## config.mk

```make
export PLATFORM = sky130hd
export DESIGN_NAME = three_voice_sound_generator
export DESIGN_NICKNAME = d
export VERILOG_FILES = /design/src/hdl/tvsg_pkg.sv /design/src/hdl/three_voice_sound_generator.sv
export SDC_FILE = /design/constraint.sdc
export NUM_CORES = 1
export LEC_CHECK = 0
export ABC_AREA = 1
export BUFFER_PORTS_ARGS = -buffer_cell sky130_fd_sc_hd__buf_2
export CAP_MARGIN = 30
export CORE_UTILIZATION = 63
export DETAILED_ROUTE_END_ITERATION = 12
export PLACE_DENSITY = 0.8
export RECOVER_POWER = 100
export SYNTH_ARGS = -nofsm -noshare
export SYNTH_HDL_FRONTEND = slang
export SYNTH_SLANG_ARGS = --single-unit
```

## constraint.sdc

```tcl
create_clock -name i_clk -period 14.5 [get_ports i_clk]
set_input_delay 2.175 -clock i_clk [delete_from_list [all_inputs] [get_ports i_clk]]
set_output_delay 2.175 -clock i_clk [all_outputs]
set_load 0.05 [all_outputs]
```

## src/hdl/tvsg_pkg.sv

```systemverilog
// Shared definitions for the three-voice sound generator: register map,
// envelope step codes, level table and derived widths.
// No dependencies.
package tvsg_pkg;

    localparam int VOICES = 3;

    localparam int MIX_W     = 18;
    localparam int LEVEL_MAX = 65535;
    localparam int SUM_RAW_W = $clog2(VOICES * LEVEL_MAX + 1);
    localparam int SUM_W     = (SUM_RAW_W > MIX_W) ? SUM_RAW_W : MIX_W;

    // beat command codes
    localparam logic CMD_WRITE = 1'b0;
    localparam logic CMD_TICK  = 1'b1;

    // chip register map
    localparam logic [3:0] REG_TONE_LAST    = 4'd5;
    localparam logic [3:0] REG_NOISE_PERIOD = 4'd6;
    localparam logic [3:0] REG_MIXER        = 4'd7;
    localparam logic [3:0] REG_AMP_A        = 4'd8;
    localparam logic [3:0] REG_AMP_C        = 4'd10;
    localparam logic [3:0] REG_ENV_LO       = 4'd11;
    localparam logic [3:0] REG_ENV_HI       = 4'd12;
    localparam logic [3:0] REG_ENV_SHAPE    = 4'd13;

    // envelope step per shape and phase
    typedef logic [1:0] t_env_act;
    localparam t_env_act ENV_FALL   = 2'd0;
    localparam t_env_act ENV_RISE   = 2'd1;
    localparam t_env_act ENV_HOLD0  = 2'd2;
    localparam t_env_act ENV_HOLD31 = 2'd3;

    function automatic t_env_act env_action(input logic [3:0] shape, input logic phase);
        t_env_act act;
        if (!phase) begin
            act = shape[2] ? ENV_RISE : ENV_FALL;
        end else begin
            case (shape)
                4'd8, 4'd14:  act = ENV_FALL;
                4'd10, 4'd12: act = ENV_RISE;
                4'd11, 4'd13: act = ENV_HOLD31;
                default:      act = ENV_HOLD0;
            endcase
        end
        return act;
    endfunction

    // level the envelope starts from when it enters a phase
    function automatic logic [4:0] env_start_level(input t_env_act act);
        return (act == ENV_FALL || act == ENV_HOLD31) ? 5'd31 : 5'd0;
    endfunction

    // logarithmic dac table, q0.16
    function automatic logic [15:0] dac_level(input logic [3:0] code);
        logic [15:0] lvl;
        case (code)
            4'd0:    lvl = 16'd0;
            4'd1:    lvl = 16'd655;
            4'd2:    lvl = 16'd947;
            4'd3:    lvl = 16'd1380;
            4'd4:    lvl = 16'd2012;
            4'd5:    lvl = 16'd2985;
            4'd6:    lvl = 16'd4227;
            4'd7:    lvl = 16'd7036;
            4'd8:    lvl = 16'd8296;
            4'd9:    lvl = 16'd13434;
            4'd10:   lvl = 16'd19150;
            4'd11:   lvl = 16'd24434;
            4'd12:   lvl = 16'd32278;
            4'd13:   lvl = 16'd41636;
            4'd14:   lvl = 16'd52794;
            default: lvl = 16'd65535;
        endcase
        return lvl;
    endfunction

endpackage

```

## src/hdl/three_voice_sound_generator.sv

```systemverilog
// Three-voice sound generator: tone, noise and envelope generators, mixer
// and dac level sum, all in one pass. Depends on tvsg_pkg.
//
// Every input beat is a chip register write (i_cmd low) or one generator
// tick (i_cmd high). One beat is taken per clock. A write updates the
// registers and gives no output beat; a tick advances noise, envelope and
// tones and gives one output beat from the output register in the next
// cycle. The state update is a single pass of counter and compare
// logic, so the rate is one beat per cycle; input stall is raised only
// while the output register holds a beat that the sink is stalling.
module three_voice_sound_generator
    import tvsg_pkg::*;
(
    input  logic             i_clk,
    input  logic             i_rst_n,
    input  logic             i_valid,
    output logic             o_stall,
    input  logic             i_cmd,
    input  logic [3:0]       i_reg_addr,
    input  logic [7:0]       i_write_data,
    output logic             o_valid,
    input  logic             i_stall,
    output logic [MIX_W-1:0] o_mixed_level,
    output logic [4:0]       o_level_index_a,
    output logic [4:0]       o_level_index_b,
    output logic [4:0]       o_level_index_c
);

    logic [11:0] r_tone_period [VOICES];
    logic [11:0] n_tone_period [VOICES];
    logic [11:0] r_tone_count  [VOICES];
    logic [11:0] n_tone_count  [VOICES];
    logic        r_tone_bit    [VOICES];
    logic        n_tone_bit    [VOICES];
    logic        r_tone_dis    [VOICES];
    logic        n_tone_dis    [VOICES];
    logic        r_noise_dis   [VOICES];
    logic        n_noise_dis   [VOICES];
    logic        r_env_sel     [VOICES];
    logic        n_env_sel     [VOICES];
    logic [3:0]  r_fixed_vol   [VOICES];
    logic [3:0]  n_fixed_vol   [VOICES];

    logic [4:0]  r_noise_rate, n_noise_rate;
    logic [5:0]  r_noise_count, n_noise_count;
    logic [16:0] r_noise_shift, n_noise_shift;
    logic [15:0] r_env_rate, n_env_rate;
    logic [15:0] r_env_count, n_env_count;
    logic [3:0]  r_env_shape, n_env_shape;
    logic        r_env_phase, n_env_phase;
    logic [4:0]  r_env_level, n_env_level;

    logic             r_out_valid;
    logic [MIX_W-1:0] r_mixed;
    logic [MIX_W-1:0] n_mixed;
    logic [4:0]       r_index [3];
    logic [4:0]       n_index [3];
    logic [4:0]       voice_idx [VOICES];

    logic             in_accept;
    logic             tick;
    logic             wr;
    logic [4:0]       noise_per;
    logic [11:0]      tone_inc;
    logic [4:0]       amp;
    logic             gate;
    t_env_act         act;
    t_env_act         act_next;
    logic [SUM_W-1:0] sum;

    assign o_stall   = r_out_valid && i_stall;
    assign in_accept = i_valid && !o_stall;
    assign tick      = in_accept && (i_cmd == CMD_TICK);
    assign wr        = in_accept && (i_cmd == CMD_WRITE);

    always_comb begin
        n_tone_period = r_tone_period;
        n_tone_count  = r_tone_count;
        n_tone_bit    = r_tone_bit;
        n_tone_dis    = r_tone_dis;
        n_noise_dis   = r_noise_dis;
        n_env_sel     = r_env_sel;
        n_fixed_vol   = r_fixed_vol;
        n_noise_rate  = r_noise_rate;
        n_noise_count = r_noise_count;
        n_noise_shift = r_noise_shift;
        n_env_rate    = r_env_rate;
        n_env_count   = r_env_count;
        n_env_shape   = r_env_shape;
        n_env_phase   = r_env_phase;
        n_env_level   = r_env_level;
        noise_per     = (r_noise_rate == 5'd0) ? 5'd1 : r_noise_rate;
        act           = env_action(r_env_shape, r_env_phase);
        act_next      = env_action(r_env_shape, !r_env_phase);
        tone_inc      = '0;
        amp           = '0;
        gate          = 1'b0;
        sum           = '0;

        if (wr) begin
            for (int v = 0; v < VOICES; v++) begin
                if (i_reg_addr <= REG_TONE_LAST && i_reg_addr[3:1] == 3'(v)) begin
                    if (i_reg_addr[0]) begin
                        n_tone_period[v] = {i_write_data[3:0], r_tone_period[v][7:0]};
                    end else begin
                        n_tone_period[v] = {r_tone_period[v][11:8], i_write_data};
                    end
                end
                if (i_reg_addr == REG_MIXER && v < 3) begin
                    n_tone_dis[v]  = i_write_data[v];
                    n_noise_dis[v] = i_write_data[v+3];
                end
                if (i_reg_addr inside {[REG_AMP_A:REG_AMP_C]}
                        && i_reg_addr == REG_AMP_A + 4'(v)) begin
                    n_env_sel[v]   = i_write_data[4];
                    n_fixed_vol[v] = i_write_data[3:0];
                end
            end
            case (i_reg_addr)
                REG_NOISE_PERIOD: n_noise_rate = i_write_data[4:0];
                REG_ENV_LO:       n_env_rate   = {r_env_rate[15:8], i_write_data};
                REG_ENV_HI:       n_env_rate   = {i_write_data, r_env_rate[7:0]};
                REG_ENV_SHAPE: begin
                    n_env_shape = i_write_data[3:0];
                    n_env_count = '0;
                    n_env_phase = 1'b0;
                    n_env_level = i_write_data[2] ? 5'd0 : 5'd31;
                end
                default: ;
            endcase
        end

        if (tick) begin
            // noise: shift every 2 * period ticks
            n_noise_count = r_noise_count + 6'd1;
            if (n_noise_count >= {noise_per, 1'b0}) begin
                n_noise_count = '0;
                n_noise_shift = {r_noise_shift[0] ^ r_noise_shift[3], r_noise_shift[16:1]};
            end

            n_env_count = r_env_count + 16'd1;
            if (n_env_count >= r_env_rate) begin
                n_env_count = '0;
                if (act == ENV_RISE) begin
                    if (r_env_level == 5'd31) begin
                        n_env_phase = !r_env_phase;
                        n_env_level = env_start_level(act_next);
                    end else begin
                        n_env_level = r_env_level + 5'd1;
                    end
                end else if (act == ENV_FALL) begin
                    if (r_env_level == 5'd0) begin
                        n_env_phase = !r_env_phase;
                        n_env_level = env_start_level(act_next);
                    end else begin
                        n_env_level = r_env_level - 5'd1;
                    end
                end
            end

            for (int v = 0; v < VOICES; v++) begin
                tone_inc = r_tone_count[v] + 12'd1;
                if (tone_inc >= r_tone_period[v]) begin
                    n_tone_count[v] = '0;
                    n_tone_bit[v]   = !r_tone_bit[v];
                end else begin
                    n_tone_count[v] = tone_inc;
                end
            end
        end

        // mixer on the updated state
        for (int v = 0; v < VOICES; v++) begin
            gate = (n_tone_bit[v] | r_tone_dis[v]) & (n_noise_shift[0] | r_noise_dis[v]);
            amp  = r_env_sel[v] ? n_env_level : {r_fixed_vol[v], 1'b1};
            voice_idx[v] = gate ? amp : 5'd0;
            sum = sum + SUM_W'(dac_level(voice_idx[v][4:1]));
        end
        n_mixed = (sum > SUM_W'({MIX_W{1'b1}})) ? {MIX_W{1'b1}} : sum[MIX_W-1:0];
    end

    for (genvar g = 0; g < 3; g++) begin : g_index
        if (g < VOICES) begin : g_used
            assign n_index[g] = voice_idx[g];
        end else begin : g_absent
            assign n_index[g] = 5'd0;
        end
    end

    always_ff @(posedge i_clk) begin
        if (!i_rst_n) begin
            for (int v = 0; v < VOICES; v++) begin
                r_tone_period[v] <= 12'd1;
                r_tone_count[v]  <= '0;
                r_tone_bit[v]    <= 1'b0;
                r_tone_dis[v]    <= 1'b0;
                r_noise_dis[v]   <= (v == 0);
                r_env_sel[v]     <= 1'b0;
                r_fixed_vol[v]   <= (v == 0) ? 4'd15 : 4'd0;
            end
            r_noise_rate  <= '0;
            r_noise_count <= '0;
            r_noise_shift <= 17'd1;
            r_env_rate    <= 16'd1;
            r_env_count   <= '0;
            r_env_shape   <= '0;
            r_env_phase   <= 1'b0;
            r_env_level   <= '0;
            r_out_valid   <= 1'b0;
        end else begin
            r_tone_period <= n_tone_period;
            r_tone_count  <= n_tone_count;
            r_tone_bit    <= n_tone_bit;
            r_tone_dis    <= n_tone_dis;
            r_noise_dis   <= n_noise_dis;
            r_env_sel     <= n_env_sel;
            r_fixed_vol   <= n_fixed_vol;
            r_noise_rate  <= n_noise_rate;
            r_noise_count <= n_noise_count;
            r_noise_shift <= n_noise_shift;
            r_env_rate    <= n_env_rate;
            r_env_count   <= n_env_count;
            r_env_shape   <= n_env_shape;
            r_env_phase   <= n_env_phase;
            r_env_level   <= n_env_level;
            if (tick) begin
                r_out_valid <= 1'b1;
            end else if (!i_stall) begin
                r_out_valid <= 1'b0;
            end
        end
    end

    // output payload, loaded only with a tick result
    always_ff @(posedge i_clk) begin
        if (tick) begin
            r_mixed <= n_mixed;
            r_index <= n_index;
        end
    end

    assign o_valid         = r_out_valid;
    assign o_mixed_level   = r_mixed;
    assign o_level_index_a = r_index[0];
    assign o_level_index_b = r_index[1];
    assign o_level_index_c = r_index[2];

`ifndef ASSERT_OFF
    a_noise_alive: assert property (@(posedge i_clk) disable iff (!i_rst_n)
        r_noise_shift != 17'd0)
        else $error("noise shift register locked at zero");

    a_beat_from_tick: assert property (@(posedge i_clk) disable iff (!i_rst_n)
        $rose(r_out_valid) |-> $past(in_accept && i_cmd == CMD_TICK))
        else $error("output beat without an accepted tick");

    a_shape_restart: assert property (@(posedge i_clk) disable iff (!i_rst_n)
        wr && i_reg_addr == REG_ENV_SHAPE |=> r_env_count == 16'd0 && !r_env_phase)
        else $error("shape write did not restart the envelope");

    a_silent_sum: assert property (@(posedge i_clk) disable iff (!i_rst_n)
        VOICES == 3 && o_valid && o_level_index_a == 5'd0 && o_level_index_b == 5'd0
        && o_level_index_c == 5'd0 |-> o_mixed_level == '0)
        else $error("mixed level nonzero with all voices silent");
`endif

endmodule
```

==> out/metrics.yaml <==
place:
  pre_cts_ws_ns: 6.89
  dp.final_hpwl_um: 20500
  place_congestion: 0.941
  port_buffers: 51
detailed_routing:
  viasPerCell: 5.38
  firstDrtPassIters: 5
  vias: 10700
  wire_per_inst_um: 14.1
  drtIter0Drc: 877
  final_antenna_net_count: 0
  drc: 0
  wl_um: 28100
clock_network:
  cts.clk_slew.worst_paths_ns: 0.08
  cts_buffers: 17
  cts_buffer_depth: 2
  cts_root_buffer: "clkbuf_16"
  cts_tree: "yes"
  clock_sinks: 200
  postCtsSetupRepairBufs: 0
  post_cts_resized: 0
  worstSkewPairLatency_ns: 0.46
  cts_max_level: 4
  cts_hold_buf: 0
finish:
  area_growth_syn_to_layout_pct: 7.23
  n_fill_cell: 1643
  final_core_util_pct: 70.1
  final_common_cell: "nand2_1"
  drive_gt1_share_pct: 5.53
  nets: 1856
  final_cell_mix: "nand2_1 (376), inv_1 (246), dfxtp_1 (167)"
floorplanning:
  die_h_um: 142
  rows: 50
  start_util_pct: 65.3
  dieWidth_um: 142
  dieArea_mm2: 0.0203
  ios: 52
  fp.coreArea_mm2: 0.0190
timing:
  report.final.hold_viol_count: 0
  finalMaxSlewViolations: 227
  min_period_ns: 9.20
  period_share_pct: 63.4
  relSlewSlack_pct: -144
  setup_viol: 0
  tns_ns: 0
  rsz0062_at_grt: "no"
  tightestPinTransition_ns: 3.66
  fin_ws_ns: 5.30
  skew_ns: 0.0171
  clock.fmax_mhz: 109
synthesis:
  synth_area_mm2: 0.0124
  async_flop_share_pct: 0
  ys.flop_type: "dfxtp_1"
  synth_top_cell_area_share_pct: 26.9
  synthesis.nets: 1828
  seq_area_frac_synth_pct: 34.9
  syn_area_per_cell_um2: 7.33
  synth_cell_types: 49
  ys_seq_elements: 200
  yosys-top-cells-area: "dfxtp_1 (27%), nand2_1 (11%), ha_1 (10%)"
  synthCells: 1695
  yosys.area.top_type: "dfxtp_1"
  yosys_warnings: 0
  synth-edff-count: 33
critical_path:
  critPathMostFrequentCell: "nand2_1"
  cp_top_family: "simple AND/OR/NAND/NOR gates"
  crit_path_end_kind: "flop"
  cp-start-kind: "input pin"
  criticalPathCategory: "in -> reg"
  path_max_fanout: 34
  max_stage_delay_ns: 1.35
  required_ns: 14.69
  critPathBufInv: 4
  slowest_stage: "clkbuf_1"
  arrival_ns: 9.39
power_and_ir_drop:
  p_leak_nw: 6.12
  p_per_area_mw_per_mm2: 103
  vdd_drop_max_uv: 86.0
global_routing:
  grt_antenna_before_repair: 1
  grt_pass1_wl_um: 46300
  grt_pass1_vias: 9738
  track_usage_pct: 29.0
  grt_max_degree: 102
  grt-ovfl-total: 0
job:
  drv_cap: 4
run_status:
  outcome: "complete, but fails checks"
  failed_checks: "max-capacitance violations, max-slew violations"
min_path:
  hold_class: "reg -> reg"
-- flip-flops by register name, indices dropped and copies added, names as in the netlist, 5 cells and up --
name and count:
o_level_index_a 5, o_level_index_b 5, o_level_index_c 5, o_mixed_level 18
r_env_count 16, r_env_level 5, r_env_rate 16, r_fixed_vol 12
r_noise_count 6, r_noise_rate 5, r_noise_shift 17, r_tone_count 36
r_tone_period 36
-- synthesized netlist by cell type, types with 3 or more instances --
| cell | instances |
|---|---|
| nor3_1 | 11 |
| nand3_1 | 78 |
| o21bai_1 | 3 |
| a211oi_1 | 7 |
| nor2_2 | 4 |
| buf_6 | 4 |
| nor2_4 | 4 |
| buf_4 | 4 |
| nor3_2 | 3 |
| nand2_1 | 368 |
| clkinv_1 | 3 |
| nand2_2 | 15 |
| clkbuf_1 | 36 |
| ha_1 | 99 |
| nor2_1 | 160 |
| xnor2_1 | 12 |
| nand2_4 | 7 |
| o21ai_0 | 109 |
| nand3b_1 | 6 |
| xor2_1 | 53 |
| o211ai_1 | 6 |
| fa_1 | 17 |
| o21a_1 | 5 |
| inv_2 | 11 |
| and2_1 | 3 |
| a21boi_0 | 3 |
| a21oi_1 | 156 |
| nand3_2 | 7 |
| inv_1 | 242 |
| nand4_1 | 15 |
| dfxtp_1 | 167 |
| edfxtp_1 | 33 |
| a22oi_1 | 12 |
| o21ai_1 | 11 |
-- cell type report --
type	count	area, um2	area share (%)
Inverter	257	970	7.28
Antenna cell	1	2.50	0.0188
Clock inverter	14	173	1.30
Multi-Input combinational cell	1192	6850	51.4
Timing Repair Buffer	55	226	1.70
Sequential cell	200	4330	32.5
Tap cell	260	325	2.44
Clock buffer	18	439	3.30
-- power breakdown --
| part | switching (W) | internal, W | leakage, nW |
|---|---|---|---|
| sequential | 0.0000102 | 0.000590 | 1.67 |
| combinational | 0.000199 | 0.0000824 | 4.16 |
| clock | 0.000247 | 0.000239 | 0.297 |
-- metrics by stage --
step                      hold slack [ns]  area (um2)  std cells  total power, W
after CTS                           0.465       13400       1996         0.00138
after global placement              0.447       12800       1963        0.000888
after detailed placement            0.454       12800       1964        0.000895
final                               0.466       13300       1997         0.00137
after floorplan                     0.430       12400       1695        0.000834
after global routing                0.483       13300       1997         0.00143
-- metal layers --
| metal | routed length [um] | vias up | global-route usage, % |
|---|---|---|---|
| met5 | 0 | - | 0 |
| met4 | 659 | 0 | 10.1 |
| li1 | - | 5507 | - |
| met2 | 12700 | 278 | 46.3 |
| met1 | 13300 | 4906 | 39.5 |
| met3 | 1530 | 51 | 4.95 |
-- worst min-delay path: cells and delay by family (launching register included) --
kind                   cells  cell delay, ns
DFF                        1            0.30
buffers and inverters      1            0.06
AOI/OAI and AO/OA          1            0.06
-- worst paths after layout --
path	start	endpoint	slack, ns	depth (start not counted)
min	r_tone_period[17]	r_tone_period[17]	0.47	2
max	i_stall	o_mixed_level[15]	5.30	27
max reg2reg	o_valid	o_mixed_level[15]	6.81	26
min reg2reg	r_tone_period[17]	r_tone_period[17]	0.47	2
-- kinds of logic after synthesis --
| family | count (synthesis) | share of synthesized area [%] |
|---|---|---|
| AND/OR/NAND/NOR | 687 | 24.1 |
| adder cells (fa/ha/maj) | 116 | 12.7 |
| multiplexers | 2 | 0.161 |
| AO/OA/AOI/OAI | 322 | 14.0 |
| flip-flops | 200 | 34.9 |
| XOR/XNOR | 65 | 4.58 |
| buffers and inverters | 303 | 9.58 |
(Power assumes the default switching activity.)
